==> src/rtl/core/rgbe_pkg.sv <==
package rgbe_pkg;

  // Field widths of the configuration port.
  localparam int CFG_DATA_W     = 13;
  localparam int CFG_IDX_W      = 2;
  localparam int WIDTH_FIELD_W  = 11;
  localparam int HEIGHT_FIELD_W = 13;

  // Register indexes.
  localparam logic [CFG_IDX_W-1:0] REG_IMAGE_WIDTH  = 2'd0;
  localparam logic [CFG_IDX_W-1:0] REG_IMAGE_HEIGHT = 2'd1;

  // Output queue depth and its occupancy counter width.
  localparam int FIFO_DEPTH = 4;
  localparam int FIFO_PTR_W = $clog2(FIFO_DEPTH);
  localparam int FIFO_CNT_W = $clog2(FIFO_DEPTH + 1);

  // Number of taps in the 3x3 neighborhood.
  localparam int TAPS = 9;

  typedef struct packed {
    logic [7:0] red;
    logic [7:0] green;
    logic [7:0] blue;
  } pixel_t;

  typedef pixel_t [TAPS-1:0] window_t;

  typedef struct packed {
    pixel_t px;
    logic   frame_end;
  } result_t;

endpackage

==> src/rtl/core/rgbe_min9.sv <==
module rgbe_min9 (
  input  rgbe_pkg::window_t              win,
  input  logic [rgbe_pkg::TAPS-1:0]      mask,
  input  logic                           frame_end,
  output rgbe_pkg::result_t              result
);

  function automatic rgbe_pkg::pixel_t pmin(input rgbe_pkg::pixel_t a,
                                            input rgbe_pkg::pixel_t b);
    rgbe_pkg::pixel_t m;
    m.red   = (a.red   < b.red)   ? a.red   : b.red;
    m.green = (a.green < b.green) ? a.green : b.green;
    m.blue  = (a.blue  < b.blue)  ? a.blue  : b.blue;
    return m;
  endfunction

  rgbe_pkg::window_t v;
  rgbe_pkg::pixel_t  a0, a1, a2, a3, b0, b1, c0;

  // Taps outside the image read as white so they never win the minimum.
  always_comb begin
    for (int i = 0; i < rgbe_pkg::TAPS; i++) begin
      v[i] = mask[i] ? win[i] : '1;
    end
  end

  assign a0 = pmin(v[0], v[1]);
  assign a1 = pmin(v[2], v[3]);
  assign a2 = pmin(v[4], v[5]);
  assign a3 = pmin(v[6], v[7]);
  assign b0 = pmin(a0, a1);
  assign b1 = pmin(a2, a3);
  assign c0 = pmin(b0, b1);

  assign result.px        = pmin(c0, v[8]);
  assign result.frame_end = frame_end;

endmodule

==> config.mk <==
export PLATFORM = sky130hd
export DESIGN_NAME = rgbe_min9
export DESIGN_NICKNAME = d
export VERILOG_FILES = /design/src/rtl/core/rgbe_pkg.sv /design/src/rtl/core/rgbe_min9.sv
export SDC_FILE = /design/constraint.sdc
export NUM_CORES = 1
export LEC_CHECK = 0
export BUFFER_PORTS_ARGS = -buffer_cell sky130_fd_sc_hd__buf_2
export CORE_AREA = 2 2 159 99
export DETAILED_ROUTE_END_ITERATION = 10
export DIE_AREA = 0 0 161 101
export GPL_TIMING_DRIVEN = 0
export PLACE_DENSITY = 0.83
export RECOVER_POWER = 50
export SLEW_MARGIN = 15
export SYNTH_ARGS = -nofsm -noshare
export SYNTH_HDL_FRONTEND = slang
export SYNTH_SLANG_ARGS = --single-unit
==> constraint.sdc <==
create_clock -name vclk -period 33.3
set_input_delay 8.325 -clock vclk [all_inputs]
set_output_delay 8.325 -clock vclk [all_outputs]
set_load 0.02 [all_outputs]
Yosys cells after proc, flatten, opt, wreduce, memory -nomap -nowiden --
Index checks and enable logic that the tools add are counted.
Operators by class: add/subtract/negate cells 0, multiply operators 0, divide/modulo/power cells 0, magnitude comparators 24, equality and inequality tests 0, shift operators 0, mux-type cells 33, bitwise logic cells 0, reductions and logical operators 0
Operators by type and width (number):
- $mux W24 | 9
- $lt A8 B8 Y1 | 24
- $mux W8 | 24
Storage, ports and cells: register bits 0, bits in latches 0, bits in writable memories 0, bits in read-only memories 0, bits of input ports 226, output and inout port bits 25, memories kept 0

Longest topological paths before layout --
word-level depth 9, gate-level depth with buffers 43

Worst setup path after synthesis --
OpenSTA, ideal clock, no wires.
path kind input-to-output, start in mask[7] in the netlist's numbering, end out result[18] in the netlist's numbering, data arrival time 15.673 ns, required time 24.975 ns, path slack 9.302 ns, stages on the path 35, buffers on the path 6, cell sequence buf_2 -> inv_1 -> clkbuf_1 -> clkbuf_1 -> buf_1 -> nor2_1 -> ha_1 -> nand4_1 -> a2111oi_1 -> a211oi_2 -> clkbuf_1 -> o31ai_1 -> ha_1 -> a21o_1 -> a21o_1 -> a21oi_1 -> inv_1 -> a221o_1 -> buf_2 -> mux2i_1 -> inv_1 -> ha_1 -> a21oi_1 -> nor2b_1 -> o21ai_0 -> o21ai_0 -> nor2_1 -> o221ai_1 -> o21ai_2 -> mux2_2 -> ha_1 -> a2111oi_0 -> nand3b_1 -> o21ai_2 -> mux2_2
RTL lines:
- start: declaration | line rgbe_min9.sv:3 | input logic [rgbe_pkg::TAPS-1:0] mask,
- end: declaration | line rgbe_min9.sv:5 | output rgbe_pkg::result_t result

==> impl_metrics.xml <==
<?xml version="1.0" encoding="UTF-8"?>
<metrics>
  <group name="run_status">
    <metric name="result_of_the_run" unit="">finished, final reports clean</metric>
  </group>
  <group name="routing">
    <metric name="detailroute.via_count" unit="">8777</metric>
    <metric name="dr.pass1.iters" unit="">7</metric>
    <metric name="post_drt_via_cell_ratio" unit="">5.60</metric>
    <metric name="detail-route-antenna-nets" unit="">0</metric>
    <metric name="drc_errors" unit="">0</metric>
    <metric name="wl_per_cell" unit="µm">15.4</metric>
    <metric name="finalWirelength" unit="µm">24100</metric>
    <metric name="initialDrtViolationCount" unit="">515</metric>
  </group>
  <group name="clock_tree">
    <metric name="post_cts.repair.setup_buffers" unit="">0</metric>
    <metric name="cts_repair_resize_count" unit="">0</metric>
    <metric name="postCtsHoldBufs" unit="">0</metric>
  </group>
  <group name="setup_path">
    <metric name="crit_path_start_kind" unit="">input pin</metric>
    <metric name="setup.worst_path.end" unit="">result[24]</metric>
    <metric name="cp_data_required_time" unit="ns">24.97</metric>
    <metric name="timing.setup.critical_path_class" unit="">in2out</metric>
    <metric name="timing.critical_path.mode_cell" unit="">clkbuf_1</metric>
    <metric name="crit_path_max_delay_family" unit="">compound AO/OA/AOI/OAI gates</metric>
    <metric name="worst-path-max-fanout" unit="">10</metric>
    <metric name="critPathLaunch" unit="">mask[7]</metric>
    <metric name="end_kind" unit="">primary output</metric>
    <metric name="critPathBufInv" unit="">10</metric>
    <metric name="critPathMaxStageDelay" unit="ns">0.88</metric>
    <metric name="critical_path_cell_count" unit="">36</metric>
    <metric name="cp_slowest_cell" unit="">o21ai_0</metric>
    <metric name="worstPathArrival" unit="ns">18.34</metric>
  </group>
  <group name="layout">
    <metric name="postLayoutCoreUtil" unit="">0.626</metric>
    <metric name="drive_gt1_frac" unit="">0.231</metric>
    <metric name="layout_common_cells" unit="">253 x buf_2, 141 x ha_1, 115 x inv_1</metric>
    <metric name="layout_commonest_cell" unit="">buf_2</metric>
    <metric name="sequential_cell_total" unit="">0</metric>
    <metric name="multi_input_comb_area" unit="µm²">7230</metric>
    <metric name="fill_cells" unit="">1416</metric>
    <metric name="area_overhead_vs_synth" unit="%">18.4</metric>
    <metric name="post-route-cell-area" unit="µm²">9330</metric>
    <metric name="ff_latch_area" unit="µm²">0</metric>
    <metric name="num-nets-final" unit="">1731</metric>
    <metric name="clockBufferCount" unit="">0</metric>
  </group>
  <group name="die">
    <metric name="placementRows" unit="">35</metric>
    <metric name="design.portCount" unit="">251</metric>
    <metric name="initial_core_util" unit="">0.529</metric>
    <metric name="die_area" unit="µm²">16300</metric>
    <metric name="die_x" unit="µm">161</metric>
    <metric name="floorplan.core_area" unit="µm²">14900</metric>
    <metric name="floorplan.die.height" unit="µm">101</metric>
  </group>
  <group name="logic_synthesis">
    <metric name="netlist_instances" unit="">1113</metric>
    <metric name="synth.yosys.warnings" unit="">0</metric>
    <metric name="synth_area_per_cell" unit="µm²">7.08</metric>
    <metric name="synth_area" unit="µm²">7880</metric>
    <metric name="yosysUniqueCellTypes" unit="">82</metric>
    <metric name="synth-seq-area-share" unit="">0</metric>
    <metric name="synth_fp_nets" unit="">1480</metric>
  </group>
  <group name="global_route">
    <metric name="overflow" unit="">0</metric>
    <metric name="pin_count_of_the_biggest_net_entering_global_routing" unit="">11</metric>
    <metric name="grtUsageTotal" unit="">0.285</metric>
    <metric name="number_of_global_route_vias_before_repair" unit="">8254</metric>
    <metric name="grt_first_pass_wirelength" unit="µm">38600</metric>
    <metric name="antenna_found_initial" unit="">0</metric>
  </group>
  <group name="timing">
    <metric name="rsz0062_at_grt" unit="">false</metric>
    <metric name="fmax" unit="GHz">0.0375</metric>
    <metric name="final_period_utilization" unit="">0.801</metric>
    <metric name="finalMaxSlewViolations" unit="">0</metric>
    <metric name="finalHoldViolations" unit="">0</metric>
    <metric name="final.setup.tns" unit="ns">0</metric>
    <metric name="slew-limit-headroom" unit="">0.251</metric>
    <metric name="tightest_slew" unit="ns">1.11</metric>
    <metric name="minimum_clock_period" unit="ns">26.67</metric>
    <metric name="setup-violations-final" unit="">0</metric>
  </group>
  <group name="run">
    <metric name="max_cap_violations" unit="">0</metric>
  </group>
  <group name="power">
    <metric name="p_per_area" unit="nW/µm²">43.3</metric>
    <metric name="p_total" unit="µW">404</metric>
    <metric name="leakage_power_total" unit="nW">4.93</metric>
    <metric name="peakVddDrop" unit="V">0.0000297</metric>
  </group>
  <group name="placement">
    <metric name="port_buffers" unit="">249</metric>
    <metric name="estimated_wirelength_of_the_detail_placed_design" unit="µm">21600</metric>
    <metric name="dpl-instance-area" unit="µm²">9380</metric>
    <metric name="routabilityCongestion" unit="">0.922</metric>
  </group>
  <group name="min_path">
    <metric name="holdCritPathClass" unit="">in2out</metric>
  </group>
</metrics>
[cells by family after synthesis]
logic type               share of synthesized area
buffers and inverters                       0.0768
AND/OR/NAND/NOR                              0.286
adder cells (fa/ha/maj)                      0.232
multiplexers                                 0.146
AO/OA/AOI/OAI                                0.259
[metrics by stage]
stage	std cells	worst slack [ns]	hold WS (ns)
CTS	1565	7.73	16.87
global placement	1565	7.83	16.87
global route	1565	5.85	16.92
detailed placement	1565	7.76	16.87
floorplan	1113	9.30	16.76
finish	1566	6.63	16.91
[synthesized netlist by cell type (all sizes together), types with 6 or more instances]
cell,count,share of area
and4,6,0.0067
nor2,84,0.040
a21o,40,0.038
a31oi,8,0.010
nand2b,111,0.088
inv,115,0.055
clkbuf,27,0.013
ha,141,0.22
o21a,8,0.0076
buf,12,0.0087
o21ai,66,0.046
nor2b,84,0.067
o211ai,9,0.0086
maj3,6,0.0079
o31ai,14,0.017
mux2,40,0.057
a21oi,72,0.048
mux2i,70,0.089
nand3,15,0.0095
a211oi,14,0.015
nand3b,16,0.015
nand2,54,0.026
nand4,11,0.0087
a221o,6,0.0076
[power breakdown]
| part | internal [mW] | switching [mW] | leakage (nW) |
|---|---|---|---|
| sequential | 0 | 0 | 0 |
| combinational | 0.175 | 0.229 | 4.93 |
| clock | 0.00000000402 | 0 | 0.00000634 |
[layer usage]
layer | routed length (µm) | global-route usage | vias to the layer above | share of wire
li1 | - | - | 4494 | -
met1 | 11600 | 0.405 | 3926 | 0.48
met2 | 10200 | 0.485 | 343 | 0.43
met3 | 2010 | 0.0296 | 14 | 0.083
met4 | 192 | 0.0213 | 0 | 0.0080
met5 | 0 | 0 | - | 0
[worst min-delay path by stage]
stage	start	to	cells after the start
6_report	frame_end	result[0]	2
4_1_cts	frame_end	result[0]	2
5_1_grt	frame_end	result[0]	2
3_5_place_dp	frame_end	result[0]	2
3_3_place_gp	frame_end	result[0]	2
2_1_floorplan	frame_end	result[0]	1
[cell type report]
cell class / instances / area share
Antenna cell: 1 / 0.000268
Buffer: 39 / 0.0173
Inverter: 116 / 0.0467
Multi-Input combinational cell: 958 / 0.775
Tap cell: 203 / 0.0272
Timing Repair Buffer: 249 / 0.133
No activity file was read; power rests on OpenSTA's default activity.
