$ cat config.mk
export PLATFORM = sky130hd
export DESIGN_NAME = rgbe_out_fifo
export DESIGN_NICKNAME = d
export VERILOG_FILES = /design/src/rtl/core/rgbe_pkg.sv /design/src/rtl/core/rgbe_out_fifo.sv
export SDC_FILE = /design/constraint.sdc
export NUM_CORES = 1
export LEC_CHECK = 0
export ABC_CLOCK_PERIOD_IN_PS = 1900
export BUFFER_PORTS_ARGS = -buffer_cell sky130_fd_sc_hd__buf_2
export CELL_PAD_IN_SITES_DETAIL_PLACEMENT = 1
export CELL_PAD_IN_SITES_GLOBAL_PLACEMENT = 1
export CORE_ASPECT_RATIO = 1.1
export CORE_MARGIN = 4
export CORE_UTILIZATION = 49
export DETAILED_ROUTE_END_ITERATION = 16
export PLACE_DENSITY = 0.89
export SLEW_MARGIN = 0
export SYNTH_ARGS = -nofsm -noshare
export SYNTH_HDL_FRONTEND = slang
export SYNTH_SLANG_ARGS = --single-unit
export TNS_END_PERCENT = 20
$ cat constraint.sdc
create_clock -name clk -period 1.9 [get_ports clk]
set_input_delay 0.095 -clock clk [delete_from_list [all_inputs] [get_ports clk]]
set_output_delay 0.095 -clock clk [all_outputs]
set_load 0.01 [all_outputs]
$ cat src/rtl/core/rgbe_pkg.sv
package rgbe_pkg;

  // Field widths of the configuration port.
  localparam int CFG_DATA_W     = 13;
  localparam int CFG_IDX_W      = 2;
  localparam int WIDTH_FIELD_W  = 11;
  localparam int HEIGHT_FIELD_W = 13;

  // Register indexes.
  localparam logic [CFG_IDX_W-1:0] REG_IMAGE_WIDTH  = 2'd0;
  localparam logic [CFG_IDX_W-1:0] REG_IMAGE_HEIGHT = 2'd1;

  // Output queue depth and its occupancy counter width.
  localparam int FIFO_DEPTH = 4;
  localparam int FIFO_PTR_W = $clog2(FIFO_DEPTH);
  localparam int FIFO_CNT_W = $clog2(FIFO_DEPTH + 1);

  // Number of taps in the 3x3 neighborhood.
  localparam int TAPS = 9;

  typedef struct packed {
    logic [7:0] red;
    logic [7:0] green;
    logic [7:0] blue;
  } pixel_t;

  typedef pixel_t [TAPS-1:0] window_t;

  typedef struct packed {
    pixel_t px;
    logic   frame_end;
  } result_t;

endpackage

$ cat src/rtl/core/rgbe_out_fifo.sv
module rgbe_out_fifo (
  input  logic                              clk,
  input  logic                              rst_n,
  input  logic                              push,
  input  rgbe_pkg::result_t                 push_data,
  input  logic                              pop,
  output rgbe_pkg::result_t                 head,
  output logic                              not_empty,
  output logic [rgbe_pkg::FIFO_CNT_W-1:0]   count
);

  rgbe_pkg::result_t                 slot_r [rgbe_pkg::FIFO_DEPTH];
  logic [rgbe_pkg::FIFO_PTR_W-1:0]   wr_ptr_r, wr_ptr_nxt;
  logic [rgbe_pkg::FIFO_PTR_W-1:0]   rd_ptr_r, rd_ptr_nxt;
  logic [rgbe_pkg::FIFO_CNT_W-1:0]   count_r, count_nxt;

  always_comb begin
    wr_ptr_nxt = push ? wr_ptr_r + 1'b1 : wr_ptr_r;
    rd_ptr_nxt = pop  ? rd_ptr_r + 1'b1 : rd_ptr_r;
    count_nxt  = count_r;
    if (push && !pop) begin
      count_nxt = count_r + 1'b1;
    end else if (pop && !push) begin
      count_nxt = count_r - 1'b1;
    end
  end

  always_ff @(posedge clk) begin
    if (!rst_n) begin
      wr_ptr_r <= '0;
      rd_ptr_r <= '0;
      count_r  <= '0;
    end else begin
      wr_ptr_r <= wr_ptr_nxt;
      rd_ptr_r <= rd_ptr_nxt;
      count_r  <= count_nxt;
    end
  end

  always_ff @(posedge clk) begin
    if (push) begin
      slot_r[wr_ptr_r] <= push_data;
    end
  end

  assign head      = slot_r[rd_ptr_r];
  assign not_empty = (count_r != '0);
  assign count     = count_r;

endmodule

Word-level counts from Yosys, hierarchy flattened
Memory sizes are Yosys's and may differ from the RTL's. A register that Yosys moved wholly into a read port is not among the register bits. Index checks and enable logic that the tools add are counted.

Flip-flop bits (word level): 7. Input bits: 29. Memories: 1. Word-level logic and storage cells: 20. Output and inout port bits: 29. Memory bits (writable): 100.

Memory list: slot_r (words 4, bits a word 25, rd ports 1, clocked after Yosys merged registers in 1, wr ports 1, RTL line rgbe_out_fifo.sv:12) `rgbe_pkg::result_t slot_r [rgbe_pkg::FIFO_DEPTH];`.

$add $sub $neg: 4. Reduce and logical (&&, ||, !) cells: 6. Mux-type cells: 6.

Operators by type and width (count): $mux W3 (2); $add A2 B1 Y2 const B (2); $mux W2 (2); $add A3 B1 Y3 const B (1); $reduce_bool A3 Y1 (1); $sub A3 B1 Y3 const B (1); $logic_and A1 B1 Y1 (2); $logic_not A1 Y1 (2); $mux W1 (2); $reduce_bool A2 Y1 (1).

Depth between registers and ports, before layout
Depth after elaboration: 4. Mapped depth: 7.

Worst setup path after synthesis
Ideal clock, no wire load.

Path type: register -> register. Start: reg wr_ptr_r[0] (netlist name). End: mem slot_r[2][0] (netlist name) (enable). Slack: 343 ps. Arrival: 1173 ps. Setup time: 384 ps. Period minus slack after synthesis: 1557 ps. Required time: 1516 ps. Stages on the path, launching flop included: 4. Cell sequence: dfxtp_1 -> inv_1 -> ha_1 -> and2_1.

RTL lines: start, declared (RTL line rgbe_out_fifo.sv:13) `logic [rgbe_pkg::FIFO_PTR_W-1:0] wr_ptr_r, wr_ptr_nxt;`; start signal, assigned (RTL line rgbe_out_fifo.sv:34) `wr_ptr_r <= wr_ptr_nxt;`; end, declared (RTL line rgbe_out_fifo.sv:12).

No word-level cell before the write port.

==> impl_metrics.prom <==
# TYPE chip_impl_metric gauge
chip_impl_metric{name="post_synth_mux_area_share",unit=""} 0.1471
chip_impl_metric{name="grt_pass1_wl",unit="mm"} 11.61
chip_impl_info{name="synth_top_family_by_area",value="multiplexers"} 1
chip_impl_metric{name="cts_post_setup_buffers_inserted",unit=""} 0
chip_impl_info{name="worst-setup-path-type",value="reg -> out"} 1
chip_impl_metric{name="timing.critical_path.required",unit="ns"} 1.80
chip_impl_metric{name="synth_compound_gate_area_share",unit=""} 0.003059
chip_impl_metric{name="routed_wirelength",unit="mm"} 7.193
chip_impl_metric{name="cts_max_path_buffers",unit=""} 2
chip_impl_info{name="rsz_0062_raised_after_global_routing",value="false"} 1
chip_impl_info{name="timing.critical_path.to_type",value="output port"} 1
chip_impl_metric{name="timing.critical_path.fanout_max",unit=""} 25
chip_impl_metric{name="fp.coreArea",unit="µm²"} 8040
chip_impl_metric{name="drive_gt1_frac",unit=""} 0.3690
chip_impl_metric{name="first_pass_iters",unit=""} 4
chip_impl_metric{name="final_min_period_over_clock_period",unit=""} 0.9397
chip_impl_info{name="cts_tree",value="done"} 1
chip_impl_metric{name="cap_violations",unit=""} 0
chip_impl_metric{name="final.setup_skew",unit="ns"} 0.008459
chip_impl_metric{name="clkLatencyLatePin",unit="ns"} 0.36
chip_impl_metric{name="synth-simple-area-share",unit=""} 0.02080
chip_impl_info{name="hold_path.class",value="in -> reg"} 1
chip_impl_metric{name="synthesis.area_per_instance",unit="µm²"} 23.64
chip_impl_metric{name="grt_overflow",unit=""} 0
chip_impl_metric{name="total_clock_buffers_created_by_cts",unit=""} 9
chip_impl_metric{name="multi_input_area",unit="µm²"} 825.8
chip_impl_metric{name="route.detailed.wl_per_inst",unit="µm"} 18.98
chip_impl_metric{name="report.final.slew_viol_count",unit=""} 0
chip_impl_metric{name="detail_route.vias_per_cell",unit=""} 5.079
chip_impl_metric{name="post-route-drc-count",unit=""} 0
chip_impl_metric{name="ir_worst_vdd",unit="V"} 0.0004548
chip_impl_metric{name="max-slew-margin-rel",unit=""} 0.7364
chip_impl_metric{name="cts_max_level",unit=""} 3
chip_impl_metric{name="routed_vias",unit=""} 1925
chip_impl_metric{name="number_of_nets_produced_by_synthesis",unit=""} 208
chip_impl_metric{name="data_arrival_time_of_the_critical_path",unit="ns"} 1.69
chip_impl_metric{name="cts.sink_count",unit=""} 109
chip_impl_metric{name="antenna_cells_inserted",unit=""} 0
chip_impl_metric{name="hpwlAfterDp",unit="mm"} 4.540
chip_impl_metric{name="clock.fmax",unit="MHz"} 560.1
chip_impl_metric{name="area_delta_synth_final",unit="%"} 20.65
chip_impl_metric{name="worst_pin_slew",unit="ns"} 0.3954
chip_impl_metric{name="finalHoldViolCount",unit=""} 0
chip_impl_metric{name="routabilityCongestion",unit=""} 0.6723
chip_impl_metric{name="holdWs",unit="ns"} 0.03404
chip_impl_metric{name="nFillCells",unit=""} 708
chip_impl_metric{name="layout_min_cycle_time",unit="ns"} 1.785
chip_impl_metric{name="layout.nets",unit=""} 301
chip_impl_metric{name="die-area",unit="µm²"} 9874
chip_impl_metric{name="cellPowerDensity",unit="nW/µm²"} 939.5
chip_impl_metric{name="drt_iter0_markers",unit=""} 77
chip_impl_metric{name="syn-instance-count",unit=""} 173
chip_impl_metric{name="antenna_violations_before_repair",unit=""} 0
chip_impl_metric{name="io_pins",unit=""} 58
chip_impl_metric{name="io_buffer_count",unit=""} 57
chip_impl_metric{name="die_width",unit="µm"} 95.11
chip_impl_info{name="outcome",value="completed"} 1
chip_impl_metric{name="path_clk_slew",unit="ns"} 0.10
chip_impl_metric{name="post_synth_adder_cell_area",unit=""} 0.02019
chip_impl_metric{name="syn-cell-area",unit="µm²"} 4090
chip_impl_metric{name="synthDistinctLibCells",unit=""} 20
chip_impl_metric{name="synth_seq_cells",unit=""} 109
chip_impl_metric{name="synth-xor-area-share",unit=""} 0.01071
chip_impl_metric{name="number_of_global_route_vias_before_repair",unit=""} 2166
chip_impl_info{name="setup.worst_path.start_class",value="flip-flop"} 1
chip_impl_metric{name="area_taken_by_flip_flops_and_latches",unit="µm²"} 3184
chip_impl_metric{name="chipHeight",unit="µm"} 103.8
chip_impl_metric{name="std_cell_rows",unit=""} 34
chip_impl_metric{name="synth_sequential_area_ratio",unit=""} 0.7782
chip_impl_metric{name="grt_max_degree",unit=""} 26
chip_impl_metric{name="static-leakage-power",unit="nW"} 1.731
chip_impl_metric{name="antenna_left",unit=""} 0
chip_impl_metric{name="setup_violation_total_in_the_final_timing_report",unit=""} 0
chip_impl_info{name="cts.root.buffer_cell",value="sky130_fd_sc_hd__clkbuf_8"} 1
chip_impl_metric{name="synth-warning-count",unit=""} 0
chip_impl_metric{name="track_usage",unit=""} 0.1586
chip_impl_metric{name="final.setup.tns",unit="ns"} 0
chip_impl_metric{name="initial_core_util",unit=""} 0.5087
==> Yosys cell counts <==
cell,n,share of area
sky130_fd_sc_hd__a21boi_0,1,0.0018
sky130_fd_sc_hd__and2_1,9,0.014
sky130_fd_sc_hd__buf_12,2,0.0098
sky130_fd_sc_hd__buf_2,2,0.0024
sky130_fd_sc_hd__buf_6,1,0.0028
sky130_fd_sc_hd__clkbuf_2,1,0.0012
sky130_fd_sc_hd__dfxtp_1,9,0.044
sky130_fd_sc_hd__edfxtp_1,100,0.73
sky130_fd_sc_hd__fa_1,1,0.0049
sky130_fd_sc_hd__ha_1,5,0.015
sky130_fd_sc_hd__inv_1,4,0.0037
sky130_fd_sc_hd__mux2i_1,2,0.0049
sky130_fd_sc_hd__mux4_1,5,0.032
sky130_fd_sc_hd__mux4_2,20,0.11
sky130_fd_sc_hd__nand2_1,1,0.00092
sky130_fd_sc_hd__nor2b_1,2,0.0031
sky130_fd_sc_hd__o21ai_0,1,0.0012
sky130_fd_sc_hd__or3_1,2,0.0031
sky130_fd_sc_hd__xnor2_1,2,0.0043
sky130_fd_sc_hd__xor2_1,3,0.0064
==> layout by cell type, fill, tap and decap left out, drive strengths merged <==
| master | count |
|---|---|
| or3 | 2 |
| clkinv | 2 |
| mux4 | 25 |
| xor2 | 3 |
| xnor2 | 2 |
| clkinvlp | 2 |
| ha | 5 |
| nor2b | 2 |
| clkbuf | 9 |
| o21ai | 1 |
| dfxtp | 9 |
| nand2 | 1 |
| dlygate4sd3 | 25 |
| and2 | 9 |
| buf | 63 |
| edfxtp | 100 |
| inv | 7 |
| fa | 1 |
| mux2i | 2 |
| a21boi | 1 |
==> final timing paths <==
path	from	end	slack (ns)	cells past startpoint
worst max-delay path	flip-flop	head[19]	0.11	3
worst min register to register	count[2]	count[2]	0.55	2
worst max register to register	count[0]	count[2]	0.35	4
worst min-delay path	rst_n	count[0]	0.03	2
==> per-layer routing <==
layer | part of all wire | vias up | global-route usage | routed length [µm]
li1 | - | 890 | - | -
met1 | 0.43 | 980 | 0.2102 | 3095
met2 | 0.52 | 46 | 0.2626 | 3718
met3 | 0.040 | 9 | 0.02973 | 287
met4 | 0.013 | 0 | 0.05258 | 92
met5 | 0 | - | 0 | 0
==> flip-flops by register name, indices dropped and copies added (netlist names), named ones only <==
register  flops
count         3
wr_ptr_r      2
rd_ptr_r      2
slot_r      100
==> power breakdown <==
part | switching (W) | internal, W | total (W)
logic | 0.000288 | 0.000296 | 0.000584
registers | 0.0000442 | 0.00275 | 0.00279
clock network | 0.000767 | 0.000495 | 0.00126
total | 0.00110 | 0.00354 | 0.00464
==> cell families after synthesis <==
family | after synthesis
xor+xnor | 5
compound gates | 2
mux | 27
fa+ha+maj | 6
simple gates | 14
buf+inv | 10
flops | 109
==> through the flow <==
stage,std cells,area [µm²],utilization,setup WS (ns),power [W]
2_1_floorplan,173,4090,-,0.3426,0.003182
3_3_place_gp,338,4503,0.5601,0.3556,0.003374
3_5_place_dp,338,4503,0.5601,0.2430,0.003405
4_1_cts,379,4935,0.6138,0.07119,0.004706
5_1_grt,379,4935,0.6138,0.03553,0.004862
6_report,379,4935,0.6138,0.1146,0.004636
==> area by class of cell <==
class	instances	share of cell area
repair buffers	88	0.1202
inverters	4	0.003043
clock inverters	7	0.01166
flip-flops and latches	109	0.6453
multi-input cells	54	0.1673
clock buffers	9	0.02510
well taps	108	0.02738
==> worst max-delay path, stage by stage, from the launching register on <==
cell	delay, ns
sky130_fd_sc_hd__dfxtp_2	0.35
sky130_fd_sc_hd__buf_12	0.22
sky130_fd_sc_hd__mux4_1	0.60
sky130_fd_sc_hd__buf_2	0.16
==> what timing repair did <==
item	in CTS	in global routing
hold endpoints to repair	100	0
gates resized for setup	0	0
hold buffers	25	0
No activity file was read; power rests on OpenSTA's default activity.
